--- config.mk ---
export PLATFORM = sky130hd
export DESIGN_NAME = mva_mac
export DESIGN_NICKNAME = d
export VERILOG_FILES = /design/src/mixed_voronoi_area_accumulator_defines.svh /design/src/mva_pkg.sv /design/src/mva_mac.sv
export SDC_FILE = /design/constraint.sdc
export NUM_CORES = 2
export LEC_CHECK = 0
export ABC_AREA = 0
export BUFFER_PORTS_ARGS = -buffer_cell sky130_fd_sc_hd__buf_2
export CORE_MARGIN = 2
export CORE_UTILIZATION = 59
export DETAILED_ROUTE_END_ITERATION = 6
export HOLD_SLACK_MARGIN = 0.06
export PLACE_DENSITY = 0.92
export SYNTH_ARGS = -nofsm -noshare
export SYNTH_HDL_FRONTEND = slang
export SYNTH_SLANG_ARGS = --single-unit
export TNS_END_PERCENT = 100
--- constraint.sdc ---
create_clock -name clock -period 6.9 [get_ports clock]
set_input_delay 0.345 -clock clock [delete_from_list [all_inputs] [get_ports clock]]
set_output_delay 0.345 -clock clock [all_outputs]
set_load 0.05 [all_outputs]
--- src/mixed_voronoi_area_accumulator_defines.svh ---
// Assertion macros for the mixed Voronoi area accumulator.
// Depends on signals named clock and reset in the module that uses them.
`ifndef MIXED_VORONOI_AREA_ACCUMULATOR_DEFINES_SVH
`define MIXED_VORONOI_AREA_ACCUMULATOR_DEFINES_SVH

// same-cycle implication
`define MVA_ASSERT_IMP(lbl, cond, prop, msg) \
   lbl: assert property (@(posedge clock) disable iff (reset) (cond) |-> (prop)) \
      else $error(msg);

// next-cycle implication
`define MVA_ASSERT_NXT(lbl, cond, prop, msg) \
   lbl: assert property (@(posedge clock) disable iff (reset) (cond) |=> (prop)) \
      else $error(msg);

`endif

--- src/mva_pkg.sv ---
// Shared constants, types and the multiply step table of the mixed area accumulator.
// No dependencies.
package mva_pkg;

   localparam int COORD_W  = 24;
   localparam int SUM_W    = 56;
   localparam int DIFF_W   = COORD_W + 1;
   localparam int LIMB_W   = DIFF_W + 1;
   localparam int MUL_W    = LIMB_W + 1;
   localparam int PROD_W   = 2 * MUL_W;
   localparam int SCAL_W   = 2 * LIMB_W;
   localparam int ACC_W    = 2 * SCAL_W;
   localparam int RAD_SH   = 32;
   localparam int RAD_W    = ACC_W + RAD_SH;
   localparam int ROOT_W   = RAD_W / 2;
   localparam int REM_W    = ROOT_W + 3;
   localparam int DIV_SH   = 13;
   localparam int NSH_W    = ACC_W + DIV_SH;
   localparam int HALF_SH  = 4;
   localparam int QUART_SH = 6;
   localparam int NUM_SCAL = 8;
   localparam int NUM_DIFF = 9;
   localparam int STEP_W   = 6;
   localparam int PHASE1_LAST  = 29;
   localparam int PHASE2_FIRST = 30;
   localparam int PHASE2_LAST  = 37;

   localparam logic [SUM_W-1:0] SUM_MAX = {SUM_W{1'b1}};

   typedef logic [4:0] src_type;
   typedef logic [3:0] dst_type;
   typedef logic [1:0] sh_type;

   localparam src_type SRC_U0 = 5'd0;
   localparam src_type SRC_U1 = 5'd1;
   localparam src_type SRC_U2 = 5'd2;
   localparam src_type SRC_W0 = 5'd3;
   localparam src_type SRC_W1 = 5'd4;
   localparam src_type SRC_W2 = 5'd5;
   localparam src_type SRC_S0 = 5'd6;
   localparam src_type SRC_S1 = 5'd7;
   localparam src_type SRC_S2 = 5'd8;
   localparam src_type L_CX0_LO = 5'd16;
   localparam src_type L_CX0_HI = 5'd17;
   localparam src_type L_CX1_LO = 5'd18;
   localparam src_type L_CX1_HI = 5'd19;
   localparam src_type L_CX2_LO = 5'd20;
   localparam src_type L_CX2_HI = 5'd21;
   localparam src_type L_US_LO  = 5'd24;
   localparam src_type L_US_HI  = 5'd25;
   localparam src_type L_SW_LO  = 5'd26;
   localparam src_type L_SW_HI  = 5'd27;
   localparam src_type L_UU_LO  = 5'd28;
   localparam src_type L_UU_HI  = 5'd29;
   localparam src_type L_WW_LO  = 5'd30;
   localparam src_type L_WW_HI  = 5'd31;

   localparam dst_type DST_CX0  = 4'd0;
   localparam dst_type DST_CX1  = 4'd1;
   localparam dst_type DST_CX2  = 4'd2;
   localparam dst_type DST_UW   = 4'd3;
   localparam dst_type DST_US   = 4'd4;
   localparam dst_type DST_SW   = 4'd5;
   localparam dst_type DST_UU   = 4'd6;
   localparam dst_type DST_WW   = 4'd7;
   localparam dst_type DST_C2   = 4'd8;
   localparam dst_type DST_N    = 4'd9;
   localparam dst_type DST_NONE = 4'd15;

   localparam int SC_UW = 3;
   localparam int SC_US = 4;
   localparam int SC_SW = 5;

   localparam sh_type SH_0     = 2'd0;
   localparam sh_type SH_LIMB  = 2'd1;
   localparam sh_type SH_LIMB1 = 2'd2;
   localparam sh_type SH_DBL   = 2'd3;

   localparam logic OP_SQRT = 1'b0;
   localparam logic OP_DIV  = 1'b1;

   typedef struct packed {
      src_type src_a;
      src_type src_b;
      sh_type  sh;
      logic    neg;
      logic    clr;
      dst_type dst;
   } step_type;

   typedef struct packed {
      logic    valid;
      dst_type dst;
   } wr_type;

   typedef struct packed {
      logic start;
      logic op;
   } iter_cmd_type;

   function automatic step_type mk(src_type a, src_type b, sh_type sh, logic neg, logic clr,
                                   dst_type dst);
      step_type r;
      r.src_a = a;
      r.src_b = b;
      r.sh    = sh;
      r.neg   = neg;
      r.clr   = clr;
      r.dst   = dst;
      return r;
   endfunction

   function automatic step_type step_desc(logic [STEP_W-1:0] idx);
      step_type r;
      case (idx)
         6'd0:  r = mk(SRC_U1, SRC_W2, SH_0, 1'b0, 1'b1, DST_NONE);
         6'd1:  r = mk(SRC_U2, SRC_W1, SH_0, 1'b1, 1'b0, DST_CX0);
         6'd2:  r = mk(SRC_U2, SRC_W0, SH_0, 1'b0, 1'b1, DST_NONE);
         6'd3:  r = mk(SRC_U0, SRC_W2, SH_0, 1'b1, 1'b0, DST_CX1);
         6'd4:  r = mk(SRC_U0, SRC_W1, SH_0, 1'b0, 1'b1, DST_NONE);
         6'd5:  r = mk(SRC_U1, SRC_W0, SH_0, 1'b1, 1'b0, DST_CX2);
         6'd6:  r = mk(SRC_U0, SRC_W0, SH_0, 1'b0, 1'b1, DST_NONE);
         6'd7:  r = mk(SRC_U1, SRC_W1, SH_0, 1'b0, 1'b0, DST_NONE);
         6'd8:  r = mk(SRC_U2, SRC_W2, SH_0, 1'b0, 1'b0, DST_UW);
         6'd9:  r = mk(SRC_U0, SRC_S0, SH_0, 1'b0, 1'b1, DST_NONE);
         6'd10: r = mk(SRC_U1, SRC_S1, SH_0, 1'b0, 1'b0, DST_NONE);
         6'd11: r = mk(SRC_U2, SRC_S2, SH_0, 1'b0, 1'b0, DST_US);
         6'd12: r = mk(SRC_S0, SRC_W0, SH_0, 1'b0, 1'b1, DST_NONE);
         6'd13: r = mk(SRC_S1, SRC_W1, SH_0, 1'b0, 1'b0, DST_NONE);
         6'd14: r = mk(SRC_S2, SRC_W2, SH_0, 1'b0, 1'b0, DST_SW);
         6'd15: r = mk(SRC_U0, SRC_U0, SH_0, 1'b0, 1'b1, DST_NONE);
         6'd16: r = mk(SRC_U1, SRC_U1, SH_0, 1'b0, 1'b0, DST_NONE);
         6'd17: r = mk(SRC_U2, SRC_U2, SH_0, 1'b0, 1'b0, DST_UU);
         6'd18: r = mk(SRC_W0, SRC_W0, SH_0, 1'b0, 1'b1, DST_NONE);
         6'd19: r = mk(SRC_W1, SRC_W1, SH_0, 1'b0, 1'b0, DST_NONE);
         6'd20: r = mk(SRC_W2, SRC_W2, SH_0, 1'b0, 1'b0, DST_WW);
         6'd21: r = mk(L_CX0_HI, L_CX0_HI, SH_DBL, 1'b0, 1'b1, DST_NONE);
         6'd22: r = mk(L_CX0_HI, L_CX0_LO, SH_LIMB1, 1'b0, 1'b0, DST_NONE);
         6'd23: r = mk(L_CX0_LO, L_CX0_LO, SH_0, 1'b0, 1'b0, DST_NONE);
         6'd24: r = mk(L_CX1_HI, L_CX1_HI, SH_DBL, 1'b0, 1'b0, DST_NONE);
         6'd25: r = mk(L_CX1_HI, L_CX1_LO, SH_LIMB1, 1'b0, 1'b0, DST_NONE);
         6'd26: r = mk(L_CX1_LO, L_CX1_LO, SH_0, 1'b0, 1'b0, DST_NONE);
         6'd27: r = mk(L_CX2_HI, L_CX2_HI, SH_DBL, 1'b0, 1'b0, DST_NONE);
         6'd28: r = mk(L_CX2_HI, L_CX2_LO, SH_LIMB1, 1'b0, 1'b0, DST_NONE);
         6'd29: r = mk(L_CX2_LO, L_CX2_LO, SH_0, 1'b0, 1'b0, DST_C2);
         6'd30: r = mk(L_SW_HI, L_UU_HI, SH_DBL, 1'b0, 1'b1, DST_NONE);
         6'd31: r = mk(L_SW_HI, L_UU_LO, SH_LIMB, 1'b0, 1'b0, DST_NONE);
         6'd32: r = mk(L_SW_LO, L_UU_HI, SH_LIMB, 1'b0, 1'b0, DST_NONE);
         6'd33: r = mk(L_SW_LO, L_UU_LO, SH_0, 1'b0, 1'b0, DST_NONE);
         6'd34: r = mk(L_US_HI, L_WW_HI, SH_DBL, 1'b0, 1'b0, DST_NONE);
         6'd35: r = mk(L_US_HI, L_WW_LO, SH_LIMB, 1'b0, 1'b0, DST_NONE);
         6'd36: r = mk(L_US_LO, L_WW_HI, SH_LIMB, 1'b0, 1'b0, DST_NONE);
         6'd37: r = mk(L_US_LO, L_WW_LO, SH_0, 1'b0, 1'b0, DST_N);
         default: r = mk(SRC_U0, SRC_U0, SH_0, 1'b0, 1'b1, DST_NONE);
      endcase
      return r;
   endfunction

endpackage

--- src/mva_mac.sv ---
// Shared multiply-accumulate unit: one registered product, then shift and add.
// Depends on mva_pkg.
module mva_mac (
   input  logic                              clock,
   input  logic                              reset,
   input  logic                              issue,
   input  mva_pkg::step_type                 step,
   input  logic signed [mva_pkg::MUL_W-1:0]  opa,
   input  logic signed [mva_pkg::MUL_W-1:0]  opb,
   output logic signed [mva_pkg::ACC_W-1:0]  acc,
   output mva_pkg::wr_type                   wr
);
   logic signed [mva_pkg::PROD_W-1:0] prod_ff;
   logic                              pvalid_ff;
   mva_pkg::step_type                 pstep_ff;
   logic signed [mva_pkg::ACC_W-1:0]  acc_ff, acc_in, ext, term, base;
   mva_pkg::wr_type                   wr_ff;

   always_comb begin
      ext  = mva_pkg::ACC_W'(prod_ff);
      base = pstep_ff.clr ? '0 : acc_ff;
      case (pstep_ff.sh)
         mva_pkg::SH_0:     term = ext;
         mva_pkg::SH_LIMB:  term = ext <<< mva_pkg::LIMB_W;
         mva_pkg::SH_LIMB1: term = ext <<< (mva_pkg::LIMB_W + 1);
         default:           term = ext <<< (2 * mva_pkg::LIMB_W);
      endcase
      acc_in = pstep_ff.neg ? base - term : base + term;
   end

   always_ff @(posedge clock) begin
      if (reset) begin
         pvalid_ff <= 1'b0;
         wr_ff.valid <= 1'b0;
      end else begin
         pvalid_ff <= issue;
         wr_ff.valid <= pvalid_ff && (pstep_ff.dst != mva_pkg::DST_NONE);
      end
      prod_ff   <= opa * opb;
      pstep_ff  <= step;
      wr_ff.dst <= pstep_ff.dst;
      if (pvalid_ff) begin
         acc_ff <= acc_in;
      end
   end

   assign acc = acc_ff;
   assign wr  = wr_ff;
endmodule

==> key figures <==
Status
  • Status: finished with violations
  • Violated checks: design-rule violations

Placement
  • Global placer's final weighted congestion: 0.990
  • Post-Place Cell Area: 45,400 µm²
  • PortBufs: 173
  • Detail Placement HPWL: 102,000 µm

Die
  • Ports: 184
  • Core area: 71,200 µm²
  • Std-Cell Rows: 98
  • Die Area: 73,800 µm²
  • Die Wd: 272 µm
  • Initial Utilization: 59.4%
  • Die Y: 272 µm

Clocking
  • CTS max path bufs: 2
  • Clock Tree Root: clkbuf_16
  • TritonCTS clock tree: yes
  • Clock transition at path regs: 0.07 ns
  • CTS Buf Count: 17
  • CTS H-tree lvls: 4
  • Clock Sinks: 172
  • Later-pin clock latency in the skew report: 0.47 ns

Synth
  • Synthesized area per cell: 8.71 µm²
  • Yosys warns: 0
  • Syn Nets: 5,952
  • Yosys reg bits: 172
  • Sequential-to-total area share from yosys stat: 10.6%
  • Post-Syn Area: 42,300 µm²
  • EDFF count, synth: 104
  • Ys async rst share: 0%
  • Synthesized instance count: 4,853
  • Distinct cells, synth: 83
  • Most used DFF post-synth: edfxtp_1

Finish
  • Area of the multi-input gates: 33,400 µm²
  • Fill cells: 5,134
  • Most common cell after layout, fill and taps aside: inv_1
  • Fin nets: 6,153
  • Fin area: 46,200 µm²
  • Layout Area Growth over Synthesis: 9.32%
  • Most frequent cells in the layout: 912 x inv_1, 758 x fa_1, 573 x nand2_1
  • Layout cell share with drive strength beyond 1: 10.9%
  • Register area: 4500 µm²

Worst setup path
  • Required @ worst endpoint: 7.29 ns
  • Critical path class: in -> reg
  • Critical path launch point type: input port
  • Critical Path Start: opa[13]
  • Reg2reg start: prod_ff[21]
  • CP max FO: 10
  • Worst Path Arrival: 7.23 ns
  • Crit path capture type: flip-flop

Timing
  • Post-layout minimum cycle time: 6.84 ns
  • Period utilization: 99.2%
  • Rel. slew slack: 42.2%
  • Setup Skew: 0.0238 ns
  • Hold Fails Final Rpt: 0
  • Max Clock Freq: 0.146 GHz
  • Pins Over Slew Limit: 0
  • # setup viols final: 0
  • Actual slew at the worst max-slew pin: 0.867 ns

Detailed routing
  • Total number of vias: 35,900
  • DR pass1 iterations: 7
  • Post-DRT Antenna Nets: 0
  • 1st-iter DRT viols: 3,693
  • DRC viols: 1
  • Final WL: 120,000 µm
  • DR vias/cell: 5.96
  • DR WL/cell: 20.0 µm

Global routing
  • Global Route Usage Sum: 32.6%
  • Largest net degree at the start of global routing: 69
  • Vias in the first global route: 37,800
  • First-pass GRT wire length: 192,000 µm
  • Initial antenna violation count: 4
  • Final global-route overflow total: 0

Job
  • Max-cap viol count: 0

Min path
  • Worst Hold Class: in -> reg
  • Worst hold start: issue
-- per-stage QoR --
| stage | cells | utilization (%) | worst slack (ns) | hold WS, ns | TNS (ns) |
|---|---|---|---|---|---|
| 2_1_floorplan | 4853 | - | 0.0145 | 0.330 | 0 |
| 3_3_place_gp | 5972 | 63.8 | -0.168 | 0.339 | -0.709 |
| 3_5_place_dp | 5972 | 63.8 | -0.372 | 0.347 | -3.22 |
| 4_1_cts | 6013 | 64.7 | 0.111 | 0.0912 | 0 |
| 5_1_grt | 6017 | 64.9 | -0.0261 | 0.117 | -0.0542 |
| 6_report | 6019 | 64.9 | 0.0580 | 0.104 | 0 |
-- cell families (layout without fill, tap and decap cells) --
| kind of cell | after synthesis | in the layout | share of synthesized area, % |
|---|---|---|---|
| mux | 54 | 54 | 2.05 |
| buf+inv | 1174 | 1388 | 10.6 |
| xor+xnor | 248 | 248 | 5.14 |
| flops | 172 | 172 | 10.6 |
| other cells | 0 | 2 | 0 |
| compound gates | 704 | 704 | 10.3 |
| simple gates | 1477 | 1477 | 17.5 |
| fa+ha+maj | 1024 | 1024 | 43.8 |
-- registers in the layout, indices dropped and copies added (netlist names) --
name,cells
acc,104
prod_ff,54
pstep_ff,8
wr,5
pvalid_ff,1
-- what timing repair did --
item                                   in CTS  in global routing
resized for setup                           0                 27
hold buffers                                9                  0
setup endpoints to repair                   0                 21
buffers inserted                            0                  4
endpoints found under the hold margin       9                  0
-- synth_stat cells, drive strengths merged (104+ instances only) --
| master | instances | area share, % |
|---|---|---|
| and2 | 305 | 4.5 |
| inv | 914 | 8.1 |
| ha | 262 | 7.8 |
| xnor2 | 157 | 3.3 |
| clkbuf | 233 | 2.1 |
| nor2 | 197 | 1.8 |
| o21ai | 138 | 1.6 |
| fa | 762 | 36 |
| nand2 | 573 | 5.1 |
| a21oi | 278 | 3.3 |
| edfxtp | 104 | 7.4 |
| nor2b | 119 | 1.8 |
-- worst max-delay path, stage by stage --
cell,delay [ns]
buf_2,0.26
and2_1,0.21
fa_1,0.46
fa_1,0.55
inv_1,0.06
fa_1,0.45
fa_1,0.55
fa_1,0.56
inv_1,0.05
fa_1,0.48
inv_1,0.06
fa_1,0.48
inv_1,0.05
ha_1,0.30
o21ai_0,0.21
nand2b_1,0.12
a21o_1,0.21
a21oi_2,0.21
a2111o_1,0.20
a211oi_2,0.11
o32a_1,0.37
a31o_2,0.28
a31o_2,0.23
a311oi_2,0.28
xnor2_1,0.14
-- path summary, 6_finish.rpt --
kind / endpoint / slack [ns] / cells after the start
worst max-delay path: prod_ff[51] / 0.06 / 25
worst min-delay path: pvalid_ff / 0.10 / 2
worst max register to register: acc[97] / 0.36 / 19
worst min register to register: wr[2] / 0.36 / 0
-- area by class of cell --
cell class	instances	share of cell area (%)
Antenna cell	2	0.0108
Multi-Input combinational cell	3507	72.3
Tap cell	950	2.57
Timing Repair Buffer	442	6.77
Clock buffer	21	1.04
Inverter	914	7.42
Sequential cell	172	9.74
Clock inverter	11	0.173
-- layer usage --
| layer | share of wire [%] | wire (µm) | GRT usage, % |
|---|---|---|---|
| met2 | 49 | 58600 | 56.4 |
| met5 | 0.033 | 40 | 0 |
| met3 | 9.2 | 11000 | 5.19 |
| met4 | 5.6 | 6790 | 16.8 |
| met1 | 36 | 43900 | 39.4 |
Power is not shown: default switching activity piles up to over one toggle a cycle in this logic, so the estimate is an artifact.
